**config.mk**
```make
export PLATFORM = sky130hd
export DESIGN_NAME = gas_ctrl
export DESIGN_NICKNAME = d
export VERILOG_FILES = /design/src/rtl/gas_pkg.sv /design/src/rtl/gas_ctrl.sv
export SDC_FILE = /design/constraint.sdc
export NUM_CORES = 1
export LEC_CHECK = 0
export BUFFER_PORTS_ARGS = -buffer_cell sky130_fd_sc_hd__buf_2
export CELL_PAD_IN_SITES_DETAIL_PLACEMENT = 0
export CELL_PAD_IN_SITES_GLOBAL_PLACEMENT = 1
export CORE_ASPECT_RATIO = 1.25
export CORE_MARGIN = 2
export CORE_UTILIZATION = 35
export CTS_CLUSTER_DIAMETER = 100
export DETAILED_ROUTE_END_ITERATION = 16
export PLACE_DENSITY_LB_ADDON = 0.1
export SYNTH_ARGS = -nofsm -noshare
export SYNTH_HDL_FRONTEND = slang
export SYNTH_SLANG_ARGS = --single-unit
```
**constraint.sdc**
```tcl
create_clock -name clk_i -period 3.4 [get_ports clk_i]
set_clock_uncertainty 0.15 [all_clocks]
set_input_delay 0.68 -clock clk_i [delete_from_list [all_inputs] [get_ports clk_i]]
set_output_delay 0.68 -clock clk_i [all_outputs]
set_load 0.05 [all_outputs]
```
**src/rtl/gas_pkg.sv**
```systemverilog
// shared types, constants and operation sequence for the gravity acceleration sum
`timescale 1ns / 1ps
`default_nettype none
package gas_pkg;

  localparam int unsigned POSITION_BITS_DEF = 44;
  localparam int unsigned MASS_BITS_DEF     = 42;

  localparam int unsigned CFG_INDEX_W = 8;
  localparam int unsigned CFG_DATA_W  = 32;
  localparam int unsigned ACCEL_W     = 64;

  localparam logic [CFG_INDEX_W-1:0] CFG_GRAVITY   = 8'd0;
  localparam logic [CFG_INDEX_W-1:0] CFG_SOFTENING = 8'd1;

  localparam logic [CFG_DATA_W-1:0] GRAVITY_RESET = 32'd286659003;

  typedef enum logic [1:0] {
    UNIT_MUL,
    UNIT_SQRT,
    UNIT_DIV,
    UNIT_ACC
  } unit_e;

  typedef enum logic [2:0] {
    MSEL_SOFT,
    MSEL_DSQ,
    MSEL_DEN,
    MSEL_GM,
    MSEL_NUM
  } msel_e;

  localparam logic [1:0] AXIS_X = 2'd0;
  localparam logic [1:0] AXIS_Y = 2'd1;
  localparam logic [1:0] AXIS_Z = 2'd2;

  localparam int unsigned OP_W = 4;
  localparam logic [OP_W-1:0] OP_SOFT  = 4'd0;
  localparam logic [OP_W-1:0] OP_DSQ_X = 4'd1;
  localparam logic [OP_W-1:0] OP_DSQ_Y = 4'd2;
  localparam logic [OP_W-1:0] OP_DSQ_Z = 4'd3;
  localparam logic [OP_W-1:0] OP_SQRT  = 4'd4;
  localparam logic [OP_W-1:0] OP_DEN   = 4'd5;
  localparam logic [OP_W-1:0] OP_GM    = 4'd6;
  localparam logic [OP_W-1:0] OP_NUM_X = 4'd7;
  localparam logic [OP_W-1:0] OP_DIV_X = 4'd8;
  localparam logic [OP_W-1:0] OP_ACC_X = 4'd9;
  localparam logic [OP_W-1:0] OP_NUM_Y = 4'd10;
  localparam logic [OP_W-1:0] OP_DIV_Y = 4'd11;
  localparam logic [OP_W-1:0] OP_ACC_Y = 4'd12;
  localparam logic [OP_W-1:0] OP_NUM_Z = 4'd13;
  localparam logic [OP_W-1:0] OP_DIV_Z = 4'd14;
  localparam logic [OP_W-1:0] OP_ACC_Z = 4'd15;

  typedef struct packed {
    unit_e      unit;
    msel_e      msel;
    logic [1:0] axis;
  } op_t;

  typedef struct packed {
    logic load;
    logic start;
    logic wb;
    logic emit;
    op_t  op;
  } cmd_t;

  typedef struct packed {
    logic mul_idle;
    logic sqrt_idle;
    logic div_idle;
    logic last;
    logic out_busy;
  } status_t;

  function automatic op_t op_decode(input logic [OP_W-1:0] op);
    op_t d;
    d.unit = UNIT_MUL;
    d.msel = MSEL_SOFT;
    d.axis = AXIS_X;
    unique case (op)
      OP_SOFT: ;
      OP_DSQ_X: d.msel = MSEL_DSQ;
      OP_DSQ_Y: begin
        d.msel = MSEL_DSQ;
        d.axis = AXIS_Y;
      end
      OP_DSQ_Z: begin
        d.msel = MSEL_DSQ;
        d.axis = AXIS_Z;
      end
      OP_SQRT: d.unit = UNIT_SQRT;
      OP_DEN: d.msel = MSEL_DEN;
      OP_GM: d.msel = MSEL_GM;
      OP_NUM_X: d.msel = MSEL_NUM;
      OP_NUM_Y: begin
        d.msel = MSEL_NUM;
        d.axis = AXIS_Y;
      end
      OP_NUM_Z: begin
        d.msel = MSEL_NUM;
        d.axis = AXIS_Z;
      end
      OP_DIV_X: d.unit = UNIT_DIV;
      OP_DIV_Y: begin
        d.unit = UNIT_DIV;
        d.axis = AXIS_Y;
      end
      OP_DIV_Z: begin
        d.unit = UNIT_DIV;
        d.axis = AXIS_Z;
      end
      OP_ACC_X: d.unit = UNIT_ACC;
      OP_ACC_Y: begin
        d.unit = UNIT_ACC;
        d.axis = AXIS_Y;
      end
      OP_ACC_Z: begin
        d.unit = UNIT_ACC;
        d.axis = AXIS_Z;
      end
      default: ;
    endcase
    return d;
  endfunction

endpackage
`default_nettype wire

```
**src/rtl/gas_ctrl.sv**
```systemverilog
// sequencer that steps the datapath through one body's operations
`timescale 1ns / 1ps
`default_nettype none
module gas_ctrl (
  input  wire logic            clk_i,
  input  wire logic            rst_ni,
  input  wire logic            in_valid_i,
  output logic                 in_ready_o,
  input  wire gas_pkg::status_t status_i,
  output gas_pkg::cmd_t        cmd_o
);
  import gas_pkg::*;

  localparam logic [1:0] ST_IDLE  = 2'd0;
  localparam logic [1:0] ST_ISSUE = 2'd1;
  localparam logic [1:0] ST_WAIT  = 2'd2;

  logic [1:0]      state_q, state_d;
  logic [OP_W-1:0] op_q, op_d;
  op_t             dec;
  logic            unit_idle;
  logic            emit_now;

  always_comb begin
    dec = op_decode(op_q);
    emit_now = (op_q == OP_ACC_Z) && status_i.last;
    case (dec.unit)
      UNIT_MUL:  unit_idle = status_i.mul_idle;
      UNIT_SQRT: unit_idle = status_i.sqrt_idle;
      UNIT_DIV:  unit_idle = status_i.div_idle;
      default:   unit_idle = 1'b1;
    endcase
  end

  always_comb begin
    state_d    = state_q;
    op_d       = op_q;
    in_ready_o = 1'b0;
    cmd_o      = '0;
    cmd_o.op   = dec;
    unique case (state_q)
      ST_IDLE: begin
        in_ready_o = 1'b1;
        if (in_valid_i) begin
          cmd_o.load = 1'b1;
          op_d       = OP_SOFT;
          state_d    = ST_ISSUE;
        end
      end
      ST_ISSUE: begin
        if (dec.unit == UNIT_ACC) begin
          if (!(emit_now && status_i.out_busy)) begin
            cmd_o.start = 1'b1;
            cmd_o.emit  = emit_now;
            if (op_q == OP_ACC_Z) begin
              state_d = ST_IDLE;
            end else begin
              op_d = op_q + 4'd1;
            end
          end
        end else begin
          cmd_o.start = 1'b1;
          state_d     = ST_WAIT;
        end
      end
      ST_WAIT: begin
        if (unit_idle) begin
          cmd_o.wb = 1'b1;
          op_d     = op_q + 4'd1;
          state_d  = ST_ISSUE;
        end
      end
      default: state_d = ST_IDLE;
    endcase
  end

  always_ff @(posedge clk_i or negedge rst_ni) begin
    if (!rst_ni) begin
      state_q <= ST_IDLE;
      op_q    <= OP_SOFT;
    end else begin
      state_q <= state_d;
      op_q    <= op_d;
    end
  end

endmodule
`default_nettype wire

```
Word-level counts from Yosys, hierarchy flattened:

Cells that the tools add are included.

* register bits: 6
* bits of input ports: 8

* equality and inequality tests: 27
* reductions and logical operators: 13
* $add $sub $neg: 1
* multiplexer cells: 27

Operators with widths (count)
* $eq 4x4->1 const B: 8
* $mux 4: 5
* $eq 4x3->1 const B: 4
* $pmux 2 s3: 2
* $pmux 3 s4: 1
* $pmux 4 s3: 1
* $reduce_or 3->1: 4
* $mux 1: 11
* $mux 2: 5
* $ne 2x2->1 const B: 5
* $eq 4x2->1 const B: 2
* $reduce_or 4->1: 2
* $eq 2x2->1 const B: 3
* $ne 3x3->1 const B: 2
* $reduce_and 6->1: 1
* $add 4x1->4 const B: 1
* $eq 2x1->1 const B: 2
* $eq 4x1->1 const B: 1
* $logic_not 2->1: 2
* $pmux 2 s2: 1
* $reduce_and 4->1: 1
* $pmux 1 s3: 1
* $reduce_bool 3->1: 1
* $logic_and 1x1->1: 2

Depth between registers and ports, before layout:

* depth in word-level cells: 7
* mapped depth: 8

Least setup slack after synthesis:

No wires, ideal clock.

* path kind: register to output
* start point: register op_q[0]
* end point: output port cmd_o[7] (netlist name)
* required time: 2.570 ns
* cell stages (with the launch flop): 6
* path slack: 0.403 ns
* data arrival time: 2.167 ns
* path buffers: 1
* path through: dfrtp_1 ha_1 clkbuf_2 and2_1 nand3_1 nor3b_1

RTL lines
* start, declared: line gas_ctrl.sv:19 `logic [OP_W-1:0] op_q, op_d;`
* start signal, assigned: line gas_ctrl.sv:83 `op_q <= op_d;`
* end, declared: line gas_ctrl.sv:10 `output gas_pkg::cmd_t cmd_o`

==> results.yml <==
detailed_routing:
  first_iter_violations: 6
  vias: 678
  drt.antenna.violating_nets: 0
  viasPerCell: 5.42
  first_pass_iters: 4
  drt_wl_total_um: 1540
  wl_per_cell_um: 12.3
  drc: 0
timing:
  relSlewSlack_pct: 66.7
  period_needed_ns: 3.02
  hold_viol_final: 0
  tns_ns: 0
  fin_ws_ns: 0.383
  finalSetupViolCount: 0
  finalCritPeriodShare_pct: 88.7
  rsz0062_at_grt: "false"
  clock.fmax_ghz: 0.331
  finalMaxSlewViolations: 0
  tightest_slew_ns: 0.500
finish:
  drive_gt1_share_pct: 24.5
  syn_to_final_growth_pct: 19.2
  finish.instance_area_sq_um: 815
  diodes: 0
  nets: 124
clock_tree:
  cts_made_buffers: 3
  cts_setup_buffers: 0
  cts_tree: "built"
  cts_hold_buf: 0
  cts.sinks: 6
  clk_path_buf_depth: 2
  cts_root_buf: "clkbuf_4"
  path_clk_slew_ns: 0.04
  htree_levels: 1
  ctsResizeCount: 0
  clk_latency_ns: 0.24
yosys:
  ys_async_sr_fraction_pct: 100
  ys_types: 32
  ys_warn_count: 0
  yosys_most_used_dff: "dfrtp_1"
  syn_inst: 87
  synth_nets: 103
  synth-edff-count: 0
  avgSynthCellArea_sq_um: 7.85
  seq_area_frac_synth_pct: 22.0
  netlist_area_sq_um: 683
  ys_ff_latch: 6
status:
  status: "finished clean"
floorplan:
  core_sq_um: 1810
  rows: 17
  die_w_um: 43.5
  initial_core_util_pct: 37.8
  die_h_um: 53.4
  dieArea_sq_um: 2320
  io_pins: 20
placed_design:
  routabilityCongestion: 0.736
  placed_area_sq_um: 792
  dp_hpwl_um: 1260
  place_ws_ns: 0.644
  portBuffers: 19
global_routing:
  overflow: 0
  antenna_found_initial: 0
  grt_pass1_wl_um: 2570
  grt_max_degree: 21
  grt_pass1_vias: 616
  grt_usage_pct: 15.0
power:
  clkPwrFrac_pct: 7.7
  p_leak_uw: 0.000418
  combPwrFrac_pct: 75.4
  power_frac_seq_pct: 17.0
  finalPower_uw: 822
  sw_frac_of_total_pct: 58.9
  p_per_area_nw_per_um2: 1010
  ir_worst_vdd_uv: 420
  p_int_uw: 337
  switchingPower_uw: 484
worst_setup_path:
  end_kind: "primary output"
  crit_required_ns: 2.57
  crit_family: "flip-flops"
  critPathSlowestCell: "dfrtp_1"
  path_class: "flip-flop to primary output"
  cp_slowest_stage_delay_ns: 0.40
  crit_path_start_kind: "flip-flop"
  critPathBufInv: 2
  cp.arrival_ns: 2.19
  worstPathCellList: "inv_1 -> ha_1 -> mux2_4 -> o31ai_4 -> nand3_2 -> o2111ai_1 -> and2_1 -> buf_2"
  path_max_fanout: 6
job:
  maxCapViolations: 0
min_path:
  hp-class: "input port to async pin"
## synth_stat cells, types with 5 or more instances
library cell   n  share of area [%]
nand2_1       12                6.6
ha_1           8                 15
nand3_1        7                5.1
nor2_1         7                3.8
dfrtp_1        6                 22
inv_1          6                3.3
and2_1         5                4.6
o21ai_0        5                3.7
## final timing paths
kind / from / end / slack, ns / depth (start not counted)
max: op_q[0] / cmd_o[8] / 0.38 / 8
min: rst_ni / state_q[1] / 0.11 / 1
max reg2reg: op_q[0] / op_q[3] / 0.88 / 8
min reg2reg: op_q[1] / op_q[1] / 0.42 / 2
max in group asynchronous: rst_ni / op_q[0] / 2.85 / 1
min in group clk_i: op_q[1] / op_q[1] / 0.42 / 2
## layer usage
metal  part of all wire [%]  global-route usage, %  vias up
li1                       -                      -      350
met1                     43                   16.0      311
met2                     51                   27.1       15
met3                    4.5                   3.75        2
met4                   0.59                   7.07        0
met5                      0                      0        -
## power groups by stage
stage	Clock, uW	Combinational, uW	Sequential [uW]
after floorplan	0	507	128
after global placement	0	617	141
after detailed placement	0	624	141
after CTS	66.0	626	140
after global routing	70.7	677	146
final	63.0	619	139
## metrics by stage
step	util, %	hold slack [ns]	cells
finish	45.1	0.107	125
global route	45.1	0.101	125
CTS	45.1	0.102	125
global placement	43.8	0.357	122
floorplan	-	0.234	87
detailed placement	43.8	0.359	122
## area by class of cell
class | count | area, sq um
fillers | 204 | 993
multi-input cells | 71 | 493
flip-flops and latches | 6 | 150
repair buffers | 20 | 103
well taps | 19 | 23.8
clock buffers | 3 | 22.5
inverters | 6 | 22.5
## cells by family after synthesis
kind of cell	count (synthesis)	share of synthesized area [%]
DFF	6	22.0
muxes	3	5.13
adders and majority gates	8	14.7
AOI/OAI and AO/OA	17	18.9
buffers and inverters	10	5.86
and+or+nand+nor	43	33.5
## cells in the final DEF, fill, tap and decap left out, drive strengths merged
cell     Yosys  final
a21o         2      2
a21oi        1      1
a31oi        2      2
and2         5      5
and3         1      1
buf          1     20
clkbuf       3      3
dfrtp        6      6
ha           8      8
inv          6      6
mux2         1      1
mux2i        2      2
nand2       12     12
nand2b       2      2
nand3        8      8
nand3b       1      1
nand4        1      1
nand4b       2      2
nor2         7      7
nor2b        1      1
nor3b        2      2
o2111a       1      1
o2111ai      1      1
o211ai       1      1
o21ai        6      6
o311ai       1      1
o31ai        1      1
o32ai        1      1
or4b         1      1
## sequential cells by signal (all words and copies together), names as in the netlist
signal,count
op_q,4
state_q,2
Note: power is estimated with default switching activity, not from simulation.
